File: src/hdl/seven_segment_display_frame_encoder_unit_macros.svh
// Assertion macros shared by the display frame encoder RTL.
// Each macro takes the clock and the active-low reset of the module that uses it.
`ifndef SEVEN_SEGMENT_DISPLAY_FRAME_ENCODER_UNIT_MACROS_SVH
`define SEVEN_SEGMENT_DISPLAY_FRAME_ENCODER_UNIT_MACROS_SVH

// Same-cycle implication.
`define SSDFE_ASSERT_IMPL(label, clk, rst_n, ante, cons) \
    label: assert property (@(posedge clk) disable iff (!rst_n) (ante) |-> (cons)) \
        else $error("ssdfe assertion failed: same-cycle implication");

// Next-cycle implication.
`define SSDFE_ASSERT_NEXT(label, clk, rst_n, ante, cons) \
    label: assert property (@(posedge clk) disable iff (!rst_n) (ante) |=> (cons)) \
        else $error("ssdfe assertion failed: next-cycle implication");

`endif

File: src/hdl/ssdfe_pkg.sv
// Shared types, constants and tables of the seven-segment frame encoder.
// No dependencies; used by every module of the block.
`timescale 1ns / 1ps
`default_nettype none

package ssdfe_pkg;

    localparam int DIGITS_DEF = 4;

    localparam logic [7:0] BLANK_SEG   = 8'hFF;
    localparam logic [7:0] BLANK_SEL   = 8'h00;
    localparam logic [7:0] SEL_LEFTMOST = 8'h80;
    localparam logic [4:0] BASE_MIN    = 5'd2;
    localparam logic [4:0] BASE_MAX    = 5'd16;

    typedef enum logic [1:0] {
        CMD_CLEAR  = 2'd0,
        CMD_DIGIT  = 2'd1,
        CMD_NUMBER = 2'd2
    } cmd_e;

    typedef struct packed {
        logic [1:0]  func;
        logic [15:0] number;
        logic [4:0]  radix;
        logic [1:0]  position;
        logic [3:0]  hex_digit;
        logic        decimal_point;
    } in_t;

    typedef struct packed {
        logic [7:0] segment_byte;
        logic [7:0] select_byte;
        logic       last;
    } out_t;

    // Item state carried down the divider pipeline.
    typedef struct packed {
        cmd_e        func;
        logic [15:0] cur;
        logic [4:0]  base;
        logic [15:0] recip;
        logic [1:0]  pos;
        logic [3:0]  dig;
        logic        dp;
    } item_t;

    // Active-low segment pattern a..g of a hex digit.
    function automatic logic [6:0] seg_pattern(input logic [3:0] d);
        logic [6:0] p;
        begin
            case (d)
                4'h0: p = 7'h01;
                4'h1: p = 7'h4F;
                4'h2: p = 7'h12;
                4'h3: p = 7'h06;
                4'h4: p = 7'h4C;
                4'h5: p = 7'h24;
                4'h6: p = 7'h20;
                4'h7: p = 7'h0F;
                4'h8: p = 7'h00;
                4'h9: p = 7'h04;
                4'hA: p = 7'h08;
                4'hB: p = 7'h60;
                4'hC: p = 7'h72;
                4'hD: p = 7'h42;
                4'hE: p = 7'h30;
                4'hF: p = 7'h38;
                default: p = 7'h7F;
            endcase
            return p;
        end
    endfunction

    function automatic logic [7:0] seg_byte(input logic [3:0] d, input logic point);
        begin
            return {seg_pattern(d), ~point};
        end
    endfunction

    // floor(65536 / base) for base 2..16; quotient estimate is low by at most one.
    function automatic logic [15:0] recip(input logic [4:0] b);
        logic [15:0] r;
        begin
            case (b)
                5'd2:  r = 16'd32768;
                5'd3:  r = 16'd21845;
                5'd4:  r = 16'd16384;
                5'd5:  r = 16'd13107;
                5'd6:  r = 16'd10922;
                5'd7:  r = 16'd9362;
                5'd8:  r = 16'd8192;
                5'd9:  r = 16'd7281;
                5'd10: r = 16'd6553;
                5'd11: r = 16'd5957;
                5'd12: r = 16'd5461;
                5'd13: r = 16'd5041;
                5'd14: r = 16'd4681;
                5'd15: r = 16'd4369;
                5'd16: r = 16'd4096;
                default: r = 16'd4096;
            endcase
            return r;
        end
    endfunction

endpackage

`default_nettype wire

File: src/hdl/ssdfe_div_step.sv
// One digit of the radix split: multiply by reciprocal, then correct and peel the digit.
// Two elastic register stages; depends on ssdfe_pkg.
`timescale 1ns / 1ps
`default_nettype none

module ssdfe_div_step #(
    parameter int DIGITS = ssdfe_pkg::DIGITS_DEF,
    parameter int IDX    = 0
) (
    input  wire logic                    clk,
    input  wire logic                    rst_n,
    input  wire logic                    in_valid,
    output      logic                    in_ready,
    input  wire ssdfe_pkg::item_t        in_item,
    input  wire logic [4*DIGITS-1:0]     in_digits,
    output      logic                    out_valid,
    input  wire logic                    out_ready,
    output      ssdfe_pkg::item_t        out_item,
    output      logic [4*DIGITS-1:0]     out_digits
);

    localparam int DW = 4 * DIGITS;

    logic                a_valid_reg;
    ssdfe_pkg::item_t    a_item_reg;
    logic [DW-1:0]       a_digits_reg;
    logic [31:0]         a_prod_reg;
    logic                a_ready;

    logic                b_valid_reg;
    ssdfe_pkg::item_t    b_item_reg;
    logic [DW-1:0]       b_digits_reg;
    logic                b_ready;

    logic [15:0]         q0;
    logic [20:0]         qb;
    logic [15:0]         rem0;
    logic [15:0]         q_next;
    logic [15:0]         rem;
    ssdfe_pkg::item_t    b_item_next;
    logic [DW-1:0]       b_digits_next;

    assign b_ready  = !b_valid_reg || out_ready;
    assign a_ready  = !a_valid_reg || b_ready;
    assign in_ready = a_ready;

    always_ff @(posedge clk or negedge rst_n)
    begin
        if (!rst_n)
        begin
            a_valid_reg <= 1'b0;
        end
        else if (a_ready)
        begin
            a_valid_reg <= in_valid;
        end
    end

    always_ff @(posedge clk)
    begin
        if (a_ready && in_valid)
        begin
            a_item_reg   <= in_item;
            a_digits_reg <= in_digits;
            a_prod_reg   <= 32'(in_item.cur) * 32'(in_item.recip);
        end
    end

    // Quotient estimate is never high and at most one low: one correction step.
    always_comb
    begin
        q0   = a_prod_reg[31:16];
        qb   = 21'(q0) * 21'(a_item_reg.base);
        rem0 = a_item_reg.cur - qb[15:0];
        if (rem0 >= 16'(a_item_reg.base))
        begin
            q_next = q0 + 16'd1;
            rem    = rem0 - 16'(a_item_reg.base);
        end
        else
        begin
            q_next = q0;
            rem    = rem0;
        end
        b_item_next             = a_item_reg;
        b_item_next.cur         = q_next;
        b_digits_next           = a_digits_reg;
        b_digits_next[IDX*4 +: 4] = rem[3:0];
    end

    always_ff @(posedge clk or negedge rst_n)
    begin
        if (!rst_n)
        begin
            b_valid_reg <= 1'b0;
        end
        else if (b_ready)
        begin
            b_valid_reg <= a_valid_reg;
        end
    end

    always_ff @(posedge clk)
    begin
        if (b_ready && a_valid_reg)
        begin
            b_item_reg   <= b_item_next;
            b_digits_reg <= b_digits_next;
        end
    end

    assign out_valid  = b_valid_reg;
    assign out_item   = b_item_reg;
    assign out_digits = b_digits_reg;

endmodule

`default_nettype wire

File: src/hdl/ssdfe_frame_out.sv
// Frame serializer: turns one finished item into its frames, one per cycle, registered.
// Depends on ssdfe_pkg and the assertion macro header.
`timescale 1ns / 1ps
`default_nettype none

`include "seven_segment_display_frame_encoder_unit_macros.svh"

module ssdfe_frame_out #(
    parameter int DIGITS = ssdfe_pkg::DIGITS_DEF
) (
    input  wire logic                    clk,
    input  wire logic                    rst_n,
    input  wire logic                    in_valid,
    output      logic                    in_ready,
    input  wire ssdfe_pkg::item_t        in_item,
    input  wire logic [4*DIGITS-1:0]     in_digits,
    output      logic                    strobe,
    output      ssdfe_pkg::out_t         result
);

    localparam int DW    = 4 * DIGITS;
    localparam int CNT_W = (DIGITS > 1) ? $clog2(DIGITS) : 1;

    logic                hold_valid_reg;
    ssdfe_pkg::item_t    hold_item_reg;
    logic [DW-1:0]       hold_digits_reg;
    logic [CNT_W-1:0]    cnt_reg;

    logic                strobe_reg;
    ssdfe_pkg::out_t     res_reg;
    ssdfe_pkg::out_t     res_next;
    logic                fin;

    always_comb
    begin
        fin = (hold_item_reg.func != ssdfe_pkg::CMD_NUMBER) ||
              (cnt_reg == CNT_W'(DIGITS - 1));
        case (hold_item_reg.func)
            ssdfe_pkg::CMD_CLEAR:
            begin
                res_next.segment_byte = ssdfe_pkg::BLANK_SEG;
                res_next.select_byte  = ssdfe_pkg::BLANK_SEL;
                res_next.last         = 1'b1;
            end
            ssdfe_pkg::CMD_DIGIT:
            begin
                res_next.segment_byte = ssdfe_pkg::seg_byte(hold_item_reg.dig,
                                                            hold_item_reg.dp);
                res_next.select_byte  = ssdfe_pkg::SEL_LEFTMOST >> hold_item_reg.pos;
                res_next.last         = 1'b1;
            end
            ssdfe_pkg::CMD_NUMBER:
            begin
                res_next.segment_byte = ssdfe_pkg::seg_byte(hold_digits_reg[cnt_reg*4 +: 4],
                                                            1'b0);
                res_next.select_byte  = ssdfe_pkg::SEL_LEFTMOST >> cnt_reg;
                res_next.last         = (cnt_reg == CNT_W'(DIGITS - 1));
            end
            default:
            begin
                res_next.segment_byte = ssdfe_pkg::BLANK_SEG;
                res_next.select_byte  = ssdfe_pkg::BLANK_SEL;
                res_next.last         = 1'b1;
            end
        endcase
    end

    // Take the next item as the current one emits its final frame.
    assign in_ready = !hold_valid_reg || fin;

    always_ff @(posedge clk or negedge rst_n)
    begin
        if (!rst_n)
        begin
            hold_valid_reg <= 1'b0;
            cnt_reg        <= '0;
            strobe_reg     <= 1'b0;
        end
        else
        begin
            strobe_reg <= hold_valid_reg;
            if (in_ready)
            begin
                hold_valid_reg <= in_valid;
                cnt_reg        <= '0;
            end
            else
            begin
                cnt_reg <= cnt_reg + CNT_W'(1);
            end
        end
    end

    always_ff @(posedge clk)
    begin
        if (in_ready && in_valid)
        begin
            hold_item_reg   <= in_item;
            hold_digits_reg <= in_digits;
        end
        if (hold_valid_reg)
        begin
            res_reg <= res_next;
        end
    end

    assign strobe = strobe_reg;
    assign result = res_reg;

    // A number command emits its frames in consecutive cycles.
    `SSDFE_ASSERT_NEXT(a_frames_back_to_back, clk, rst_n, strobe_reg && !res_reg.last, strobe_reg)
    `SSDFE_ASSERT_IMPL(a_select_one_hot, clk, rst_n, strobe_reg, $onehot0(res_reg.select_byte) && (res_reg.select_byte[3:0] == 4'b0000))
    // Only number frames are not last, and they never light the point.
    `SSDFE_ASSERT_IMPL(a_point_off_mid_number, clk, rst_n, strobe_reg && !res_reg.last, res_reg.segment_byte[0])

endmodule

`default_nettype wire

File: src/hdl/seven_segment_display_frame_encoder_unit.sv
// Top level of the seven-segment frame encoder: entry register, divider chain, serializer.
// Depends on ssdfe_pkg, ssdfe_div_step and ssdfe_frame_out.
`timescale 1ns / 1ps
`default_nettype none

// A command transfers at a rising edge with start high and busy low. Clear and
// single-digit commands give one frame, a number command gives DIGITS frames in
// consecutive cycles, and code three gives none. Frames appear on result with
// strobe high for one cycle each; the receiver must take them as they come.
// The first frame of a command passes the entry register, which loads at its
// transfer edge, then two stages per digit of the reciprocal divider chain,
// then the serializer and its output register. Clear and digit commands
// sustain one per cycle while nothing backs up; number commands are limited
// by the serializer emitting one frame per cycle, and busy rises while it
// backs up.
module seven_segment_display_frame_encoder_unit #(
    parameter int DIGITS = ssdfe_pkg::DIGITS_DEF
) (
    input  wire logic             clk,
    input  wire logic             rst_n,
    input  wire logic             start,
    output      logic             busy,
    input  wire ssdfe_pkg::in_t   cmd,
    output      logic             strobe,
    output      ssdfe_pkg::out_t  result
);

    localparam int DW = 4 * DIGITS;

    logic                s0_valid_reg;
    ssdfe_pkg::item_t    s0_item_reg;
    ssdfe_pkg::item_t    s0_item_next;
    logic                s0_ready;
    logic                cmd_known;

    logic                link_valid [DIGITS+1];
    logic                link_ready [DIGITS+1];
    ssdfe_pkg::item_t    link_item  [DIGITS+1];
    logic [DW-1:0]       link_digits [DIGITS+1];

    always_comb
    begin
        cmd_known = (cmd.func == ssdfe_pkg::CMD_CLEAR) ||
                    (cmd.func == ssdfe_pkg::CMD_DIGIT) ||
                    (cmd.func == ssdfe_pkg::CMD_NUMBER);
        s0_item_next.func = ssdfe_pkg::cmd_e'(cmd.func);
        s0_item_next.cur  = cmd.number;
        if (cmd.radix inside {[ssdfe_pkg::BASE_MIN:ssdfe_pkg::BASE_MAX]})
        begin
            s0_item_next.base = cmd.radix;
        end
        else if (cmd.radix < ssdfe_pkg::BASE_MIN)
        begin
            s0_item_next.base = ssdfe_pkg::BASE_MIN;
        end
        else
        begin
            s0_item_next.base = ssdfe_pkg::BASE_MAX;
        end
        s0_item_next.recip = ssdfe_pkg::recip(s0_item_next.base);
        s0_item_next.pos   = cmd.position;
        s0_item_next.dig   = cmd.hex_digit;
        s0_item_next.dp    = cmd.decimal_point;
    end

    assign s0_ready = !s0_valid_reg || link_ready[0];
    assign busy     = !s0_ready;

    // Drop the unused command code at entry.
    always_ff @(posedge clk or negedge rst_n)
    begin
        if (!rst_n)
        begin
            s0_valid_reg <= 1'b0;
        end
        else if (s0_ready)
        begin
            s0_valid_reg <= start && cmd_known;
        end
    end

    always_ff @(posedge clk)
    begin
        if (s0_ready && start)
        begin
            s0_item_reg <= s0_item_next;
        end
    end

    assign link_valid[0]  = s0_valid_reg;
    assign link_item[0]   = s0_item_reg;
    assign link_digits[0] = '0;

    for (genvar i = 0; i < DIGITS; i++)
    begin : g_step
        ssdfe_div_step #(
            .DIGITS (DIGITS),
            .IDX    (i)
        ) u_step (
            .clk        (clk),
            .rst_n      (rst_n),
            .in_valid   (link_valid[i]),
            .in_ready   (link_ready[i]),
            .in_item    (link_item[i]),
            .in_digits  (link_digits[i]),
            .out_valid  (link_valid[i+1]),
            .out_ready  (link_ready[i+1]),
            .out_item   (link_item[i+1]),
            .out_digits (link_digits[i+1])
        );
    end

    ssdfe_frame_out #(
        .DIGITS (DIGITS)
    ) u_frame_out (
        .clk       (clk),
        .rst_n     (rst_n),
        .in_valid  (link_valid[DIGITS]),
        .in_ready  (link_ready[DIGITS]),
        .in_item   (link_item[DIGITS]),
        .in_digits (link_digits[DIGITS]),
        .strobe    (strobe),
        .result    (result)
    );

endmodule

`default_nettype wire
File: config.mk
export PLATFORM = sky130hd
export DESIGN_NAME = seven_segment_display_frame_encoder_unit
export DESIGN_NICKNAME = d
export VERILOG_FILES = /design/src/hdl/ssdfe_pkg.sv /design/src/hdl/ssdfe_div_step.sv /design/src/hdl/ssdfe_frame_out.sv /design/src/hdl/seven_segment_display_frame_encoder_unit.sv
export VERILOG_INCLUDE_DIRS = /design/src /design/src/hdl
export SDC_FILE = /design/constraint.sdc
export NUM_CORES = 2
export LEC_CHECK = 0
export BUFFER_PORTS_ARGS = -buffer_cell sky130_fd_sc_hd__clkbuf_2
export CAP_MARGIN = 20
export CORE_ASPECT_RATIO = 0.8
export CORE_MARGIN = 2
export CORE_UTILIZATION = 66
export CTS_CLUSTER_SIZE = 16
export DETAILED_ROUTE_END_ITERATION = 10
export PLACE_DENSITY = 0.83
export RECOVER_POWER = 100
export SETUP_SLACK_MARGIN = 0.5
export SLEW_MARGIN = 25
export SYNTH_ARGS = -nofsm -noshare
export SYNTH_HDL_FRONTEND = slang
export SYNTH_SLANG_ARGS = --single-unit
export TNS_END_PERCENT = 50
File: constraint.sdc
create_clock -name clk -period 8.6 [get_ports clk]
set_input_delay 1.72 -clock clk [delete_from_list [all_inputs] [get_ports clk]]
set_output_delay 1.72 -clock clk [all_outputs]
set_load 0.1 [all_outputs]
# ---- Word level (Yosys, flattened, before mapping)
# Memories as Yosys holds them, arrays and structs flattened. A register that Yosys moved wholly into a read port is not among the register bits.
# Cells that the tools add are included.
dict set report word_totals {
  reg_bits 592
  latchBits 0
  ram_bits 0
  romBits 736
  inputBits 33
  elab_cells 178
  mem_count 3
}
# name depth word_bits read_ports rd_clocked_by_memory_dff write_ports line_no
set memory_table {}
lappend memory_table {{(no name shown)} 32 16 1 1 0 ssdfe_pkg.sv:85} ;# case (b)
lappend memory_table {{(no name shown)} 16 7 1 1 0 ssdfe_pkg.sv:52} ;# case (d)
lappend memory_table {{(no name shown)} 16 7 1 0 0 ssdfe_pkg.sv:52}
dict set report classes {
  add_sub_neg 12
  n_mul 8
  div_mod_pow 0
  n_lt_le_gt_ge 7
  eq_ne 6
  n_shift 3
  mux 12
  bitwise 1
  reduce_logical 37
}
# cell n
set op_table {}
lappend op_table {{$mul A16 B16 Y32} 4}
lappend op_table {{$ge A16 B5 Y1} 4}
lappend op_table {{$mul A16 B5 Y16} 4}
lappend op_table {{$sub A16 B16 Y16} 4}
lappend op_table {{$add A16 B1 Y16 const B} 3}
lappend op_table {{$mux W16} 3}
lappend op_table {{$pmux W17 S2} 1}
lappend op_table {{$mux W4} 5}
lappend op_table {{$shiftx A16 B5 Y4} 1}
lappend op_table {{$shr A8 B2 Y8 const A} 2}
lappend op_table {{$sub A4 B4 Y4} 4}
lappend op_table {{$logic_or A1 B1 Y1} 13}
lappend op_table {{$logic_and A1 B1 Y1} 12}
lappend op_table {{$logic_not A1 Y1} 11}
lappend op_table {{$mux W5} 2}
lappend op_table {{$eq A2 B2 Y1 const B} 3}
lappend op_table {{$ge A5 B2 Y1 const B} 1}
lappend op_table {{$le A5 B5 Y1 const B} 1}
lappend op_table {{$lt A5 B2 Y1 const B} 1}
lappend op_table {{$eq A2 B1 Y1 const B} 2}
lappend op_table {{$add A2 B1 Y2 const B} 1}
lappend op_table {{$logic_not A2 Y1} 1}
lappend op_table {{$mux W2} 1}
lappend op_table {{$ne A2 B2 Y1 const B} 1}
lappend op_table {{$not A1 Y1} 1}

# ---- Depth between registers and ports, before layout
dict set report logic_depth {
  depth_word 13
  mapped_depth 25
}

# ---- Modules after synthesis
# Synthesis repeated with hierarchy kept, for this count alone.
dict set report hier_totals {
  hier_cells 5913
  hier_area_um2 64333.0
}
# module n_inst cells_per_inst area_per_inst_um2
set modules_own_cells {}
lappend modules_own_cells {{ssdfe_div_step (g_step[0].u_step)} 1 1419 15075.7}
lappend modules_own_cells {{ssdfe_div_step (g_step[2].u_step)} 1 1414 15063.2}
lappend modules_own_cells {{ssdfe_div_step (g_step[3].u_step)} 1 1397 15023.2}
lappend modules_own_cells {{ssdfe_div_step (g_step[1].u_step)} 1 1380 14884.3}
lappend modules_own_cells {ssdfe_frame_out 1 181 2384.8}
lappend modules_own_cells {seven_segment_display_frame_encoder_unit 1 122 1901.8}

# ---- Worst setup path after synthesis
# OpenSTA, ideal clock, no wires.
dict set report synth_timing {
  path_kind {register to register}
  startpoint {register, netlist name link_item[192]}
  endpoint {register g_step[0].u_step.a_prod_reg[30], data pin}
  setup_ns 0.258
  arrival_ns 6.173
  required_ns 8.342
  slack_ns 2.169
  path_stages_with_launch 22
  period_less_slack_ns 6.431
  cell_sequence {edfxtp_1 > clkbuf_1 > nand2_1 > fa_1 > fa_1 > fa_1 > inv_1 > fa_1 > fa_1 > inv_1 > fa_1 > inv_1 > ha_1 > a21o_2 > a221o_1 > o311a_1 > o2111a_2 > o211ai_2 > nand2_2 > o41a_4 > a21oi_1 > xnor2_1}
}
dict set report synth_via {
  elab_chain_cells 1
}
# item line_no
set synth_rtl {}
lappend synth_rtl {{$mul A16 B16 Y32} ssdfe_div_step.sv:65} ;# a_prod_reg <= 32'(in_item.cur) * 32'(in_item.recip);
lappend synth_rtl {{end signal, assigned} ssdfe_div_step.sv:65}
lappend synth_rtl {{end, declared} ssdfe_div_step.sv:27} ;# logic [31:0] a_prod_reg;
# Every way passes these cells.
# A chain may end at the register's enable or synchronous reset.

# ---- Worst setup path after layout
dict set report layout_timing {
  startpoint {register g_step[2].u_step.b_item_reg, in the netlist g_step[2].u_step.out_item[38]}
  endpoint {register g_step[3].u_step.a_prod_reg[31], data pin}
}
dict set report layout_via {
  elab_chain_cells 1
}
# item line_no
set layout_rtl {}
lappend layout_rtl {{start, declared} ssdfe_div_step.sv:31} ;# ssdfe_pkg::item_t b_item_reg;
lappend layout_rtl {{start signal, assigned} ssdfe_div_step.sv:107} ;# b_item_reg <= b_item_next;
lappend layout_rtl {{$mul A16 B16 Y32} ssdfe_div_step.sv:65}
lappend layout_rtl {{end signal, assigned} ssdfe_div_step.sv:65}
lappend layout_rtl {{end, declared} ssdfe_div_step.sv:27}
# Every way passes these cells.

==> summary.md <==
| Metric | Value |
|---|---|
| Outcome | `finished, violations left` |
| Violated checks | `capacitance limit, slew limit` |
| Commonest non-fill, non-tap cell in the layout | `inv_1` |
| Tcrit/Tclk final | `approximately nine tenths` |
| Met3 Usage GRT | `between 5 and 6%` |
| Peak per-stage delay on the critical path | `0.73 ns` |
| Area growth, synth to finish | `4.51%` |
| Worst R2R Setup Slack | `a little under 1 ns` |
| Critical path's top delay family | `adder cells` |
| Final hold vios | `0` |
| Busiest grt layer | `met2` |
| Most frequent cells in the layout | `1,146 x inv_1, 964 x fa_1, 824 x nand2_1` |
| Pin count of the biggest net entering global routing | `71` |
| Chip height | `between 200 and 300 um` |
| GP Congestion | `~0.9` |
| Post-synth ARST share | `2.38%` |
| Total global-route track usage | `29.7%` |
| Wire length per cell | `between 15 and 20 um` |
| Synth top area share | `31.8%` |
| CTS resizes | `0` |
| CP startpoint kind | `flop` |
| Post-Syn Area | `60,600 um2` |
| Post-CTS setup buffer count | `0` |
| Max reg flops | `168` |
| Met2 Usage GRT | `around 48%` |
| Post-Syn Instances | `5,728` |
| DIE AREA | `approximately 94,000 um2` |
| Final Skew | `0.0243 ns` |
| Clk Latency, worst-skew pair | `around 0.65 ns` |
| Antenna cells | `0` |
| Seq/Total Area, Yosys | `a little over a quarter` |
| Worst-Margin Slew | `~3.8 ns` |
| Initial core utilization | `about two thirds` |
| M1 GR Usage | `41.0%` |
| CP required | `about 9.0 ns` |
| Setup tns final | `0 ns` |
| Vias | `around 40,000` |
| DRT Pass-1 Iters | `6` |
| Max Clock Freq | `131 MHz` |
| CTS H-tree depth | `2` |
| Critical path cell sequence | `clkbuf_1 -> nand2_1 -> fa_1 -> fa_1 -> fa_1 -> inv_1 -> fa_1 -> fa_1 -> inv_1 -> fa_1 -> inv_1 -> ha_1 -> and3_1 -> and3_1 -> a221oi_1 -> o21ai_0 -> o31a_1 -> a41o_1 -> a31oi_1 -> o211ai_1 -> a21oi_1 -> xnor2_1` |
| Seq cells post-synth | `547` |
| Rows | `between 90 and 100` |
| Crit. End Element | `flop` |
| Routed wire length | `between 100,000 and 150,000 um` |
| Crit Path Category | `reg2reg` |
| Detailed Place HPWL | `between 100,000 and 150,000 um` |
| Clk buf depth | `3` |
| I/O pin cnt | `52` |
| Clock Pin Slew Worst Setup and Hold Paths | `~0.07 ns` |
| Synthesis Warnings | `0` |
| Cell mode on critical path | `fa_1` |
| First-pass GRT wire length | `about 220,000 um` |
| Grt ovf | `0` |
| Tmin final | `around 7.6 ns` |
| PortBufs | `47` |
| Number of flops mapped to enable cells by yosys | `around 530` |
| Number of global-route vias before repair | `roughly 43,000` |
| CTS Buf Count | `between 50 and 60` |
| TritonCTS clock tree | `yes` |
| Root buf cell | `clkbuf_16` |
| Max-cap viol count | `11` |
| CP bufs+invs | `4` |
| Routed Antenna Nets | `0` |
| Core area | `between 90,000 and 100,000 um2` |
| Post-synth top area cell | `fa_1` |
| DR vias/cell | `5.78` |
| Slowest cell on crit path | `clkbuf_1` |
| Yosys cell types | `93` |
| Nets | `approximately 7,200` |
| Share of cells above drive strength 1 | `2.69%` |
| Final slew viol count | `512` |
| Initial antenna violation count | `2` |
| Hold_buf cts | `0` |
| Leading post-synthesis cells by cell area | `fa_1 32%, edfxtp_1 26%, ha_1 11%, inv_1 7.1%, and2_1 5.8%` |
| Final setup fails | `0` |
| Hold WC Path Type | `reg2reg` |
| WP data arrival | `8.04 ns` |
| Initial DRC count | `around 3,400` |
| Die width | `between 300 and 400 um` |
| RSZ-0062 raised after global routing | `no` |
| Sink Count | `around 550` |
| Synth Flop Type | `edfxtp_1` |
| Remaining DRCs | `0` |
| Critical path fanouts, max | `17` |
| Worst slew margin | `-157%` |
| Syn avg cell area | `between 10 and 15 um2` |
==> stage by stage <==
step	worst slack (ns)	utilization [%]	area, um2	hold WS, ns	instances
final	0.960	69.6	63300	0.411	6910
after global placement	1.78	67.9	61800	0.400	6813
after floorplan	2.17	-	60600	0.400	5731
after CTS	1.48	69.8	63600	0.416	6909
after detailed placement	1.48	67.9	61800	0.405	6814
after global routing	0.622	69.6	63300	0.421	6910
==> synth_stat cells, types with 7 or more instances <==
master       n
nand2_1    824
o21a_1      18
o21ai_0     80
nor3b_1      9
mux2i_1     18
dfrtp_1     13
mux2_2       9
o211ai_1    13
a211oi_1    15
ha_1       529
o21bai_1    11
a31oi_1     13
a21o_1      44
a211o_1      7
and2_1     558
xnor2_1    126
nor2_1     105
nand2b_1    27
nor3_1      35
inv_1     1146
fa_1       964
nand4_1     24
nand3_1     39
o21ai_1     11
and3_1      23
nor2b_1     26
clkbuf_1   189
nor4b_1      8
dfxtp_1      7
edfxtp_1   527
a21oi_1     89
xor2_1      65
==> cell families after synthesis <==
family | Yosys count | synth area share, %
AND/OR/NAND/NOR | 1716 | 14.0
XOR/XNOR | 191 | 2.76
adder cells (fa/ha/maj) | 1493 | 42.8
flip-flops | 547 | 26.9
buffers and inverters | 1353 | 8.49
other | 1 | 0.00619
multiplexers | 36 | 0.706
AO/OA/AOI/OAI | 391 | 4.42
==> worst register-to-register path, stage by stage, from the launching register on <==
cell and delay (ns):
edfxtp_1 0.32, clkbuf_1 0.73, nand2_1 0.19, fa_1 0.56, fa_1 0.50, fa_1 0.55, inv_1 0.05, fa_1 0.43
fa_1 0.51, inv_1 0.05, fa_1 0.47, inv_1 0.04, ha_1 0.29, and3_1 0.21, and3_1 0.20, a221oi_1 0.26
o21ai_0 0.29, o31a_1 0.36, a41o_1 0.33, a31oi_1 0.50, o211ai_1 0.24, a21oi_1 0.23, xnor2_1 0.08
==> routing by layer <==
metal / routed length (um) / part of all wire [%]
met1: 53900 / 40
met2: 63300 / 47
met3: 12200 / 9.1
met4: 4740 / 3.5
met5: 10 / 0.0075
==> final cells by class <==
| type | instances | area, um2 |
|---|---|---|
| Clock buffer | 57 | 1340 |
| Inverter | 1146 | 4300 |
| Sequential cell | 547 | 16300 |
| Clock inverter | 38 | 440 |
| Multi-Input combinational cell | 3831 | 39100 |
| Fill cell | 6226 | 27700 |
| Timing Repair Buffer | 79 | 342 |
| Tap cell | 1212 | 1520 |
==> final timing paths <==
path                                               start                              end  cells past startpoint
min in group asynchronous                          rst_n               u_frame_out.strobe                      1
setup reg to reg           g_step[2].u_step.out_item[38]  g_step[3].u_step.a_prod_reg[31]                     22
setup / recovery           g_step[2].u_step.out_item[38]  g_step[3].u_step.a_prod_reg[31]                     22
max in group asynchronous                          rst_n     g_step[3].u_step.a_valid_reg                      1
hold / removal             g_step[2].u_step.out_item[26]  g_step[3].u_step.a_item_reg[26]                      0
hold reg to reg            g_step[2].u_step.out_item[26]  g_step[3].u_step.a_item_reg[26]                      0
Power is not shown: default switching activity piles up to over one toggle a cycle in this logic, so the estimate is an artifact.
